--- src/hw/rtl/ifs_pkg.sv ---
// Shared types and constants for the IFS field splitter.
// No dependencies; every other file in hw/rtl refers to this package.
package ifs_pkg;

  // Separator mask: four 64-bit registers cover byte values 0 to 255.
  localparam int unsigned IFS_MASK_W    = 64;
  localparam int unsigned IFS_MASK_REGS = 4;
  localparam int unsigned IFS_CFG_IDX_W = 8;

  localparam logic [IFS_CFG_IDX_W-1:0] IFS_REG_SEP0 = 8'd0;
  localparam logic [IFS_CFG_IDX_W-1:0] IFS_REG_SEP1 = 8'd1;
  localparam logic [IFS_CFG_IDX_W-1:0] IFS_REG_SEP2 = 8'd2;
  localparam logic [IFS_CFG_IDX_W-1:0] IFS_REG_SEP3 = 8'd3;

  // Reset mask marks tab, newline and space.
  localparam logic [IFS_MASK_W-1:0] IFS_SEP0_RESET = 64'h0000_0001_0000_0600;

  localparam logic [7:0] IFS_CH_SPACE   = 8'h20;
  localparam logic [7:0] IFS_CH_TAB     = 8'h09;
  localparam logic [7:0] IFS_CH_NEWLINE = 8'h0A;

  // Queue between the classifier and the emitter.
  localparam int unsigned IFS_Q_DEPTH = 4;
  localparam int unsigned IFS_Q_PTR_W = $clog2(IFS_Q_DEPTH);
  localparam int unsigned IFS_Q_CNT_W = $clog2(IFS_Q_DEPTH + 1);

  typedef enum logic [1:0] {
    IFS_MODE_AWAIT = 2'd0,
    IFS_MODE_FIELD = 2'd1,
    IFS_MODE_WHITE = 2'd2
  } ifs_mode_t;

  typedef enum logic [1:0] {
    IFS_KIND_BYTE = 2'd0,
    IFS_KIND_EOF  = 2'd1,
    IFS_KIND_EOW  = 2'd2
  } ifs_kind_t;

  // One classified input byte: the results it causes, in output order.
  typedef struct packed {
    logic       has_byte;  // field byte
    logic       pre_eof;   // end of field caused by a delimiter
    logic [7:0] data;
    logic       post_eof;  // end of field closed by the end of word
    logic       eow;       // end of word
  } ifs_op_t;

  typedef struct packed {
    logic full;
    logic empty;
  } ifs_q_stat_t;

endpackage

--- src/hw/rtl/ifs_if.sv ---
// Channel interfaces of the IFS field splitter: input bytes, results, register writes.
// Depends on ifs_pkg for the register index and mask widths.
interface ifs_in_if;
  logic       valid;
  logic       ready;
  logic [7:0] data_byte;
  logic       split_ok;
  logic       last_of_word;

  modport source (output valid, data_byte, split_ok, last_of_word, input ready);
  modport sink (input valid, data_byte, split_ok, last_of_word, output ready);
endinterface

interface ifs_out_if;
  logic       valid;
  logic       ready;
  logic [1:0] item_kind;
  logic [7:0] out_byte;
  logic       last_result;

  modport source (output valid, item_kind, out_byte, last_result, input ready);
  modport sink (input valid, item_kind, out_byte, last_result, output ready);
endinterface

interface ifs_cfg_if;
  logic                               valid;
  logic                               ready;
  logic [ifs_pkg::IFS_CFG_IDX_W-1:0]  reg_index;
  logic [ifs_pkg::IFS_MASK_W-1:0]     wdata;

  modport source (output valid, reg_index, wdata, input ready);
  modport sink (input valid, reg_index, wdata, output ready);
endinterface

--- src/hw/rtl/ifs_front.sv ---
// Classifier: holds the separator mask and the split mode, turns each input byte that
// causes results into one queue entry listing them. Depends on ifs_pkg and ifs_if.
module ifs_front (
  input  logic                 clk,
  input  logic                 rst_n,
  ifs_in_if.sink               in_chan,
  ifs_cfg_if.sink              cfg_chan,
  input  ifs_pkg::ifs_q_stat_t q_stat,
  output logic                 push,
  output ifs_pkg::ifs_op_t     push_op
);

  logic [ifs_pkg::IFS_MASK_REGS-1:0][ifs_pkg::IFS_MASK_W-1:0] mask_r;
  ifs_pkg::ifs_mode_t mode_r, mode_nxt, mode_mid;
  logic accept, delim, white;

  assign cfg_chan.ready = 1'b1;
  assign in_chan.ready  = !q_stat.full;
  assign accept         = in_chan.valid && in_chan.ready;

  always_ff @(posedge clk) begin
    if (!rst_n) begin
      mask_r[0] <= ifs_pkg::IFS_SEP0_RESET;
      mask_r[1] <= '0;
      mask_r[2] <= '0;
      mask_r[3] <= '0;
    end else if (cfg_chan.valid) begin
      case (cfg_chan.reg_index)
        ifs_pkg::IFS_REG_SEP0: mask_r[0] <= cfg_chan.wdata;
        ifs_pkg::IFS_REG_SEP1: mask_r[1] <= cfg_chan.wdata;
        ifs_pkg::IFS_REG_SEP2: mask_r[2] <= cfg_chan.wdata;
        ifs_pkg::IFS_REG_SEP3: mask_r[3] <= cfg_chan.wdata;
        default: ;
      endcase
    end
  end

  assign delim = in_chan.split_ok &&
                 mask_r[in_chan.data_byte[7:6]][in_chan.data_byte[5:0]];
  assign white = delim && (in_chan.data_byte == ifs_pkg::IFS_CH_SPACE ||
                           in_chan.data_byte == ifs_pkg::IFS_CH_TAB ||
                           in_chan.data_byte == ifs_pkg::IFS_CH_NEWLINE);

  always_comb begin
    push_op          = '0;
    push_op.data     = in_chan.data_byte;
    mode_mid         = mode_r;
    if (!delim) begin
      push_op.has_byte = 1'b1;
      mode_mid         = ifs_pkg::IFS_MODE_FIELD;
    end else if (white) begin
      if (mode_r == ifs_pkg::IFS_MODE_FIELD) begin
        push_op.pre_eof = 1'b1;
        mode_mid        = ifs_pkg::IFS_MODE_WHITE;
      end
    end else begin
      // A non-white delimiter after white is absorbed; otherwise it closes a field,
      // possibly an empty one.
      push_op.pre_eof = (mode_r != ifs_pkg::IFS_MODE_WHITE);
      mode_mid        = ifs_pkg::IFS_MODE_AWAIT;
    end

    mode_nxt = mode_mid;
    if (in_chan.last_of_word) begin
      push_op.post_eof = (mode_mid == ifs_pkg::IFS_MODE_FIELD);
      push_op.eow      = 1'b1;
      mode_nxt         = ifs_pkg::IFS_MODE_AWAIT;
    end
  end

  // Bytes that cause no result never enter the queue.
  assign push = accept && (push_op.has_byte || push_op.pre_eof ||
                           push_op.post_eof || push_op.eow);

  always_ff @(posedge clk) begin
    if (!rst_n) begin
      mode_r <= ifs_pkg::IFS_MODE_AWAIT;
    end else if (accept) begin
      mode_r <= mode_nxt;
    end
  end

`ifndef SYNTH
  a_word_end_resets_mode: assert property (@(posedge clk) disable iff (!rst_n)
    accept && in_chan.last_of_word |=> mode_r == ifs_pkg::IFS_MODE_AWAIT)
    else $error("split mode not cleared after end of word");

  a_leading_white_silent: assert property (@(posedge clk) disable iff (!rst_n)
    accept && white && mode_r != ifs_pkg::IFS_MODE_FIELD && !in_chan.last_of_word
    |-> !push)
    else $error("white delimiter outside a field produced a result");
`endif

endmodule

--- src/hw/rtl/ifs_queue.sv ---
// Small first-in first-out queue of classified entries between front and back.
// Depends on ifs_pkg for the entry type and depth.
module ifs_queue (
  input  logic                 clk,
  input  logic                 rst_n,
  input  logic                 push,
  input  ifs_pkg::ifs_op_t     push_op,
  input  logic                 pop,
  output ifs_pkg::ifs_op_t     head,
  output ifs_pkg::ifs_q_stat_t stat
);

  ifs_pkg::ifs_op_t mem_r [ifs_pkg::IFS_Q_DEPTH];
  logic [ifs_pkg::IFS_Q_PTR_W-1:0] wr_ptr_r, rd_ptr_r;
  logic [ifs_pkg::IFS_Q_CNT_W-1:0] cnt_r;

  assign stat.full  = (cnt_r == ifs_pkg::IFS_Q_CNT_W'(ifs_pkg::IFS_Q_DEPTH));
  assign stat.empty = (cnt_r == '0);
  assign head       = mem_r[rd_ptr_r];

  always_ff @(posedge clk) begin
    if (push) begin
      mem_r[wr_ptr_r] <= push_op;
    end
  end

  always_ff @(posedge clk) begin
    if (!rst_n) begin
      wr_ptr_r <= '0;
      rd_ptr_r <= '0;
      cnt_r    <= '0;
    end else begin
      if (push) begin
        wr_ptr_r <= wr_ptr_r + ifs_pkg::IFS_Q_PTR_W'(1);
      end
      if (pop) begin
        rd_ptr_r <= rd_ptr_r + ifs_pkg::IFS_Q_PTR_W'(1);
      end
      if (push && !pop) begin
        cnt_r <= cnt_r + ifs_pkg::IFS_Q_CNT_W'(1);
      end else if (pop && !push) begin
        cnt_r <= cnt_r - ifs_pkg::IFS_Q_CNT_W'(1);
      end
    end
  end

`ifndef SYNTH
  a_no_pop_when_empty: assert property (@(posedge clk) disable iff (!rst_n)
    pop |-> !stat.empty)
    else $error("queue popped while empty");

  a_no_push_when_full: assert property (@(posedge clk) disable iff (!rst_n)
    push && !pop |-> !stat.full)
    else $error("queue pushed while full");
`endif

endmodule

--- src/hw/rtl/ifs_back.sv ---
// Emitter: walks the results of the head queue entry into an output register, one
// result word per cycle while the output is not stalled. Depends on ifs_pkg and ifs_if.
module ifs_back (
  input  logic                 clk,
  input  logic                 rst_n,
  input  ifs_pkg::ifs_op_t     head,
  input  ifs_pkg::ifs_q_stat_t q_stat,
  output logic                 pop,
  ifs_out_if.source            out_chan
);

  // Slot 0 is the field byte or delimiter end of field, slot 1 the closing end
  // of field, slot 2 the end of word.
  logic [2:0] done_r, done_nxt, pending;
  logic       load;
  logic       out_valid_r, out_last_r, out_last_nxt;
  ifs_pkg::ifs_kind_t out_kind_r, out_kind_nxt;
  logic [7:0] out_byte_r, out_byte_nxt;

  assign pending = {head.eow, head.post_eof, head.has_byte || head.pre_eof} & ~done_r;
  assign load    = !q_stat.empty && (!out_valid_r || out_chan.ready);

  always_comb begin
    out_byte_nxt = '0;
    done_nxt     = done_r;
    if (pending[0]) begin
      out_kind_nxt = head.has_byte ? ifs_pkg::IFS_KIND_BYTE : ifs_pkg::IFS_KIND_EOF;
      out_byte_nxt = head.has_byte ? head.data : 8'h00;
      out_last_nxt = !(pending[1] || pending[2]);
      done_nxt[0]  = 1'b1;
    end else if (pending[1]) begin
      out_kind_nxt = ifs_pkg::IFS_KIND_EOF;
      out_last_nxt = !pending[2];
      done_nxt[1]  = 1'b1;
    end else begin
      out_kind_nxt = ifs_pkg::IFS_KIND_EOW;
      out_last_nxt = 1'b1;
      done_nxt[2]  = 1'b1;
    end
  end

  assign pop = load && out_last_nxt;

  always_ff @(posedge clk) begin
    if (!rst_n) begin
      done_r      <= '0;
      out_valid_r <= 1'b0;
    end else begin
      if (load) begin
        done_r <= out_last_nxt ? 3'b000 : done_nxt;
      end
      if (load) begin
        out_valid_r <= 1'b1;
      end else if (out_chan.ready) begin
        out_valid_r <= 1'b0;
      end
    end
  end

  always_ff @(posedge clk) begin
    if (load) begin
      out_kind_r <= out_kind_nxt;
      out_byte_r <= out_byte_nxt;
      out_last_r <= out_last_nxt;
    end
  end

  assign out_chan.valid       = out_valid_r;
  assign out_chan.item_kind   = out_kind_r;
  assign out_chan.out_byte    = out_byte_r;
  assign out_chan.last_result = out_last_r;

`ifndef SYNTH
  a_partial_entry_kept: assert property (@(posedge clk) disable iff (!rst_n)
    done_r != 3'b000 |-> !q_stat.empty)
    else $error("partly emitted entry left the queue");

  a_eow_is_last: assert property (@(posedge clk) disable iff (!rst_n)
    out_valid_r && out_kind_r == ifs_pkg::IFS_KIND_EOW |-> out_last_r)
    else $error("end of word not marked as last result");
`endif

endmodule

--- src/hw/rtl/ifs_field_splitter_core.sv ---
// Top level of the IFS field splitter: classifier, entry queue and emitter.
// Depends on ifs_pkg, ifs_if, ifs_front, ifs_queue and ifs_back.
//
//   channel   direction  payload                                handshake
//   in_chan   sink       data_byte, split_ok, last_of_word      valid/ready
//   out_chan  source     item_kind, out_byte, last_result       valid/ready
//   cfg_chan  sink       reg_index, wdata (sep_mask_0..3)       valid/ready, always ready
//
// One input byte is accepted per cycle while the four-entry queue has room.
// Each byte yields zero to three result words; the emitter sends one per cycle while
// out_chan is not stalled, so sustained input rate is bounded by results per byte.
// The first result of a byte passes the queue and the output register before it is presented.
// Reset is synchronous and active low; it empties the queue, returns the mode to
// awaiting field and sets the mask back to tab, newline and space.
// Input and output stall independently; the queue absorbs the difference.
module ifs_field_splitter_core (
  input  logic       clk,
  input  logic       rst_n,
  ifs_in_if.sink     in_chan,
  ifs_out_if.source  out_chan,
  ifs_cfg_if.sink    cfg_chan
);

  logic                 push, pop;
  ifs_pkg::ifs_op_t     push_op, head;
  ifs_pkg::ifs_q_stat_t q_stat;

  ifs_front u_front (
    .clk      (clk),
    .rst_n    (rst_n),
    .in_chan  (in_chan),
    .cfg_chan (cfg_chan),
    .q_stat   (q_stat),
    .push     (push),
    .push_op  (push_op)
  );

  ifs_queue u_queue (
    .clk     (clk),
    .rst_n   (rst_n),
    .push    (push),
    .push_op (push_op),
    .pop     (pop),
    .head    (head),
    .stat    (q_stat)
  );

  ifs_back u_back (
    .clk      (clk),
    .rst_n    (rst_n),
    .head     (head),
    .q_stat   (q_stat),
    .pop      (pop),
    .out_chan (out_chan)
  );

endmodule
--- src/flat_wrapper.sv ---
// flat-port wrapper written by rule: the top's interface ports become plain ports
module ifs_field_splitter_core_flat 
  (clk, rst_n, in_chan_valid, in_chan_data_byte, in_chan_split_ok, in_chan_last_of_word, in_chan_ready, out_chan_valid, out_chan_item_kind, out_chan_out_byte, out_chan_last_result, out_chan_ready, cfg_chan_valid, cfg_chan_reg_index, cfg_chan_wdata, cfg_chan_ready);
  ifs_in_if in_chan_i ();
  ifs_out_if out_chan_i ();
  ifs_cfg_if cfg_chan_i ();
  input  logic clk;
  input  logic rst_n;
  input wire logic [$bits(in_chan_i.valid)-1:0] in_chan_valid;
  input wire logic [$bits(in_chan_i.data_byte)-1:0] in_chan_data_byte;
  input wire logic [$bits(in_chan_i.split_ok)-1:0] in_chan_split_ok;
  input wire logic [$bits(in_chan_i.last_of_word)-1:0] in_chan_last_of_word;
  output wire logic [$bits(in_chan_i.ready)-1:0] in_chan_ready;
  output wire logic [$bits(out_chan_i.valid)-1:0] out_chan_valid;
  output wire logic [$bits(out_chan_i.item_kind)-1:0] out_chan_item_kind;
  output wire logic [$bits(out_chan_i.out_byte)-1:0] out_chan_out_byte;
  output wire logic [$bits(out_chan_i.last_result)-1:0] out_chan_last_result;
  input wire logic [$bits(out_chan_i.ready)-1:0] out_chan_ready;
  input wire logic [$bits(cfg_chan_i.valid)-1:0] cfg_chan_valid;
  input wire logic [$bits(cfg_chan_i.reg_index)-1:0] cfg_chan_reg_index;
  input wire logic [$bits(cfg_chan_i.wdata)-1:0] cfg_chan_wdata;
  output wire logic [$bits(cfg_chan_i.ready)-1:0] cfg_chan_ready;
  assign in_chan_i.valid = in_chan_valid;
  assign in_chan_i.data_byte = in_chan_data_byte;
  assign in_chan_i.split_ok = in_chan_split_ok;
  assign in_chan_i.last_of_word = in_chan_last_of_word;
  assign in_chan_ready = in_chan_i.ready;
  assign out_chan_valid = out_chan_i.valid;
  assign out_chan_item_kind = out_chan_i.item_kind;
  assign out_chan_out_byte = out_chan_i.out_byte;
  assign out_chan_last_result = out_chan_i.last_result;
  assign out_chan_i.ready = out_chan_ready;
  assign cfg_chan_i.valid = cfg_chan_valid;
  assign cfg_chan_i.reg_index = cfg_chan_reg_index;
  assign cfg_chan_i.wdata = cfg_chan_wdata;
  assign cfg_chan_ready = cfg_chan_i.ready;
  ifs_field_splitter_core u_core (.clk(clk), .rst_n(rst_n), .in_chan(in_chan_i), .out_chan(out_chan_i), .cfg_chan(cfg_chan_i));
endmodule
--- config.mk ---
export PLATFORM = sky130hd
export DESIGN_NAME = ifs_field_splitter_core_flat
export DESIGN_NICKNAME = d
export VERILOG_FILES = /design/src/hw/rtl/ifs_pkg.sv /design/src/hw/rtl/ifs_if.sv /design/src/hw/rtl/ifs_front.sv /design/src/hw/rtl/ifs_queue.sv /design/src/hw/rtl/ifs_back.sv /design/src/hw/rtl/ifs_field_splitter_core.sv /design/src/flat_wrapper.sv
export SDC_FILE = /design/constraint.sdc
export NUM_CORES = 1
export LEC_CHECK = 0
export BUFFER_PORTS_ARGS = -buffer_cell sky130_fd_sc_hd__buf_2
export CORE_UTILIZATION = 39
export CTS_BUF_LIST = sky130_fd_sc_hd__clkbuf_4 sky130_fd_sc_hd__clkbuf_8 sky130_fd_sc_hd__clkbuf_16
export DETAILED_ROUTE_END_ITERATION = 7
export PLACE_DENSITY = 0.68
export SETUP_SLACK_MARGIN = 0.05
export SKIP_LAST_GASP = 1
export SYNTH_ARGS = -nofsm -noshare
export SYNTH_HDL_FRONTEND = slang
export SYNTH_SLANG_ARGS = --single-unit
--- constraint.sdc ---
create_clock -name clk -period 5.3 [get_ports clk]
set_input_delay 1.06 -clock clk [delete_from_list [all_inputs] [get_ports clk]]
set_output_delay 1.06 -clock clk [all_outputs]
set_load 0.005 [all_outputs]
=== Word level (Yosys, flattened, before mapping) ===
Memories as Yosys holds them, arrays and structs flattened. A register that Yosys moved wholly into a read port is not among the register bits.
Cells that the tools add are included.

* Bits in registers: 280
* Memories kept: 1
* Logic and storage cells: 104
* RAM bits: 48

{| class="wikitable"
|+ Memories
! memory !! depth !! width !! read ports !! clocked after memory_dff !! wr ports !! RTL line !! RTL
|-
| u_core.u_queue.mem_r || 4 || 12 || 1 || 1 || 1 || ifs_queue.sv:13 || <nowiki>ifs_pkg::ifs_op_t mem_r [ifs_pkg::IFS_Q_DEPTH];</nowiki>
|}

* Muxes and demuxes: 31
* Bitwise gates (word level): 2
* Reduce and logical (&&, ||, !) cells: 37
* Add/subtract/negate cells: 4
* Eq/ne operators: 12
* Order comparisons: 2

{| class="wikitable"
|+ Operator list
! operator !! number
|-
| binary-select mux 64 bit (select 2 bit) || 1
|-
| two-way mux 64 bit || 1
|-
| two-way mux 2 bit || 10
|-
| equality test 8 x 2 -> 1 bit, second input constant || 2
|-
| equality test 8 x 4 -> 1 bit, second input constant || 2
|-
| two-way mux 1 bit || 15
|-
| AND reduction 2 bit || 6
|-
| two-way mux 3 bit || 3
|-
| equality test 8 x 1 -> 1 bit, second input constant || 1
|-
| equality test 8 x 6 -> 1 bit, second input constant || 1
|-
| logical AND 1 bit || 8
|-
| zero test 8 bit || 1
|-
| logical OR 1 bit || 8
|-
| nonzero test 2 bit || 4
|-
| zero test 1 bit || 7
|-
| less-than comparator 6 x 7 -> 1 bit, second input constant || 1
|-
| binary-select mux 1 bit (select 6 bit) || 1
|-
| AND reduction 3 bit || 2
|-
| adder 2 x 1 -> 2 bit, second input constant || 2
|-
| equality test 2 x 1 -> 1 bit, second input constant || 2
|-
| != test 2 x 1 -> 1 bit, second input constant || 2
|-
| adder 3 x 1 -> 3 bit, second input constant || 1
|-
| bitwise AND 3 bit || 1
|-
| equality test 3 bit, second input constant || 1
|-
| other kinds (5) || 5
|}

=== Longest topological paths before layout ===
* Depth after elaboration: 17
* Mapped depth: 18
* Depth with buffers taken out: 13

=== Cells and area by module ===
A second synthesis with hierarchy kept.

* Cells, all modules: 1,509
* Area, all modules: 15,034.4 µm²

{| class="wikitable"
|+ By module, submodules not included
! module !! times used !! sequential area each (µm²) !! area an instance (µm²) !! cells an instance
|-
| ifs_front || 1 || 5,165.0 || 12,204.2 || 1,354
|-
| ifs_queue || 1 || 1,621.6 || 2,180.8 || 105
|-
| ifs_back || 1 || 410.4 || 649.4 || 50
|}

=== Worst setup path before layout ===
Ideal clock, no wire load.

* Kind: input to register
* Start: input port in_chan_data_byte[7]
* End: register u_core.u_queue.cnt_r[2] in the netlist's numbering
* Slack: 960 ps
* Library setup time: 76 ps
* Buffers on the path: 3
* Data required time: 5,224 ps
* Stages: 16
* Arrival: 4,265 ps
* Cells stage by stage: buf_6 buf_6 mux4_2 a22o_1 a211oi_1 a211oi_1 a2111oi_0 a211o_2 o31a_1 buf_6 ha_1 inv_1 fa_1 xor2_1 or3_1 a21boi_0

{| class="wikitable"
|+ RTL lines
! item !! RTL line !! RTL
|-
| start, declared || flat_wrapper.sv:10 || <nowiki>input wire logic [$bits(in_chan_i.data_byte)-1:0] in_chan_data_byte;</nowiki>
|-
| end signal, assigned || ifs_queue.sv:40 || <nowiki>cnt_r <= cnt_r + ifs_pkg::IFS_Q_CNT_W'(1);</nowiki>
|-
| end signal, assigned || ifs_queue.sv:42 || <nowiki>cnt_r <= cnt_r - ifs_pkg::IFS_Q_CNT_W'(1);</nowiki>
|-
| end, declared || ifs_queue.sv:15 || <nowiki>logic [ifs_pkg::IFS_Q_CNT_W-1:0] cnt_r;</nowiki>
|}

==> metrics.txt <==
HP Class=reg -> reg; most frequent cells in the layout=nand2_1, dfxtp_1, a21boi_0; status=completed; CORE AREA=36700 sq um; Worst EP arrival=5.31 ns; setup repair bufs after CTS=0; Worst Hold Slack=0.461 ns; drt first pass iters=5; Horiz. Die Dim=195 um; top cells by area, synth=dfxtp_1, nand2_1, a21boi_0, edfxtp_1, mux4_2; CTS tree=yes; WL per Instance=18.5 um; initial antenna violation count=2; P_int=4420 uW; # nets final=1636; Setup Crit Path Kind=in -> reg; power density over the cells=350 nW/um^2; count of final hold-check violations=0; crit path capture type=register; register bit total from synthesis=330; DIE AREA=38200 sq um; Reg2Reg Depth=13; Startpoint Class=primary input; max cap viols=0; die height=195 um; share of the yosys chip area belonging to registers=49.3%; Max Clk Rate=205 MHz; initial core utilization=39.8%; drt total wl=37700 um; Synth warnings=0; # resized after CTS=0; Finished Core Util=45.0%; fin crit period=4.87 ns; Slew HR=35.3%; clock-pin transition on the worst setup and hold timing paths=0.06 ns; Cell Rows=70; PortBufs=99; peak supply drop=0.213 mV; number of global-route vias before repair=11000; area added between synthesis and finish=13.3%; share of cells above drive strength 1=17.0%; CTS Hold Buffers Added=0; top cell type's share of synthesized area=37.2%; TritonCTS Buffers=35; first-pass GRT wire length=60500 um; worst hold stages=2; commonest non-fill, non-tap cell in the layout=nand2_1; sequential share of power=47.5%; Syn Nets=1590; H-tree Lvls=2; area leader, netlist=dfxtp_1; clk sinks=330; Routability Congestion=0.771; final setup vio count=0; Antenna Violating Nets Remaining=0; I/O pin total=101; Synth Flop Type=dfxtp_1; number of synthesized flops with an enable pin=59; Leakage Power=0.00554 uW; largest net degree at the start of global routing=136; slew at the pin closest to its max-slew limit=0.947 ns; FFs w/ async S/R, synth=0%; DR iter-0 viols=807; HPWL Detailed=23100 um; clock power share=41.9%; Switch Pwr=1380 uW; via count=11000; CTS max path bufs=3; Synth Instances=1497; RSZ-0062 raised after global routing=no; sw frac=23.8%; total negative slack=0 ns; via/cell ratio=5.40; fin crit share=91.9%; Comb pwr share=10.6%; DRC viols=0; Unique masters post-synth=61; CP Max Fanout=15; clk_skew=0.00964 ns; CP required=5.74 ns; mapped cell area=14600 sq um; syn_area_per_cell=9.75 sq um; fill count=3412; total global-route track usage=20.0%; Max Slew Vio Count=0; Root Driver=clkbuf_16; total gr overflow=0; Clock Latency Late Sink=0.52 ns
Yosys cell counts (10+ instances only):
master	count
mux4_2	57
clkbuf_1	61
mux2i_1	27
mux2_2	16
a21boi_0	257
nor2b_1	14
and2_1	12
inv_1	10
buf_2	32
a21oi_1	10
nand3_1	11
dfxtp_1	271
nand2_1	534
edfxtp_1	59
final timing paths:
kind,start,to,slack [ns]
max,in_chan_data_byte[7],u_core.u_queue.cnt_r[2],0.43
min,u_core.u_front.mask_r[248],u_core.u_front.mask_r[248],0.46
max reg2reg,u_core.u_front.mask_r[225],u_core.u_queue.cnt_r[2],1.00
min reg2reg,u_core.u_front.mask_r[248],u_core.u_front.mask_r[248],0.46
state kept, by name, summed over array words and instances (netlist names), named ones only:
name,count
u_core.u_back.out_chan.valid,1
u_core.u_front.mask_r,256
u_core.u_queue.mem_r,48
u_core.u_back.out_chan.out_byte,8
u_core.u_queue.rd_ptr_r,2
u_core.u_queue.wr_ptr_r,2
u_core.u_back.out_chan.last_result,1
u_core.u_queue.cnt_r,3
u_core.u_front.mode_r,2
u_core.u_back.out_chan.item_kind,2
u_core.u_back.done_r,3
per-stage QoR:
stage | worst slack [ns] | std cells | cell area [sq um] | total power (uW)
after floorplan | 0.960 | 1497 | 14600 | 3200
after global routing | 0.221 | 2038 | 16500 | 6030
after global placement | 0.101 | 1974 | 15400 | 3410
final | 0.431 | 2038 | 16500 | 5790
after detailed placement | 0.111 | 1974 | 15400 | 3420
after CTS | 0.607 | 2037 | 16500 | 5840
worst max-delay path, cell delays in order:
cell and delay, ns:
buf_2 0.20, buf_4 0.33, mux4_2 0.54, a21oi_1 0.21, o21ai_0 0.12, a2111oi_0 0.86
a211o_2 0.32, o31a_1 0.29, ha_1 0.25, inv_1 0.07, fa_1 0.39, xor2_1 0.18
or3_1 0.30, a21boi_0 0.18
cell families after synthesis:
group | after synthesis | share of synthesized area [%]
compound gates | 320 | 16.4
xor+xnor | 4 | 0.240
fa+ha+maj | 8 | 0.703
buf+inv | 123 | 3.95
flops | 330 | 49.3
mux | 103 | 12.4
other cells | 1 | 0.0257
simple gates | 608 | 16.9
power groups by stage:
stage / Clock, uW / Combinational [uW] / Sequential (uW)
global placement: 0 / 602 / 2810
global route: 2580 / 683 / 2770
detailed placement: 0 / 613 / 2810
finish: 2430 / 612 / 2750
CTS: 2460 / 617 / 2760
floorplan: 0 / 404 / 2800
routing by layer:
metal / track usage [%] / wire, um / vias up
met1: 26.3 / 16900 / 5359
met3: 3.51 / 2170 / 78
met2: 33.1 / 17600 / 326
met5: 0 / 13 / -
li1: - / - / 5239
met4: 6.71 / 1010 / 2
layout make-up:
type                       instances  area (sq um)  area share [%]
timing repair buffer             121           719            4.35
tap                              468           586            3.54
antenna                            1          2.50          0.0151
inverter                          11          41.3           0.250
clock buffer                      52          1060            6.43
clock inverter                    11          86.3           0.522
multi-input combinational       1044          6840            41.3
sequential                       330          7200            43.5
Power figures use the tool's default switching activity.
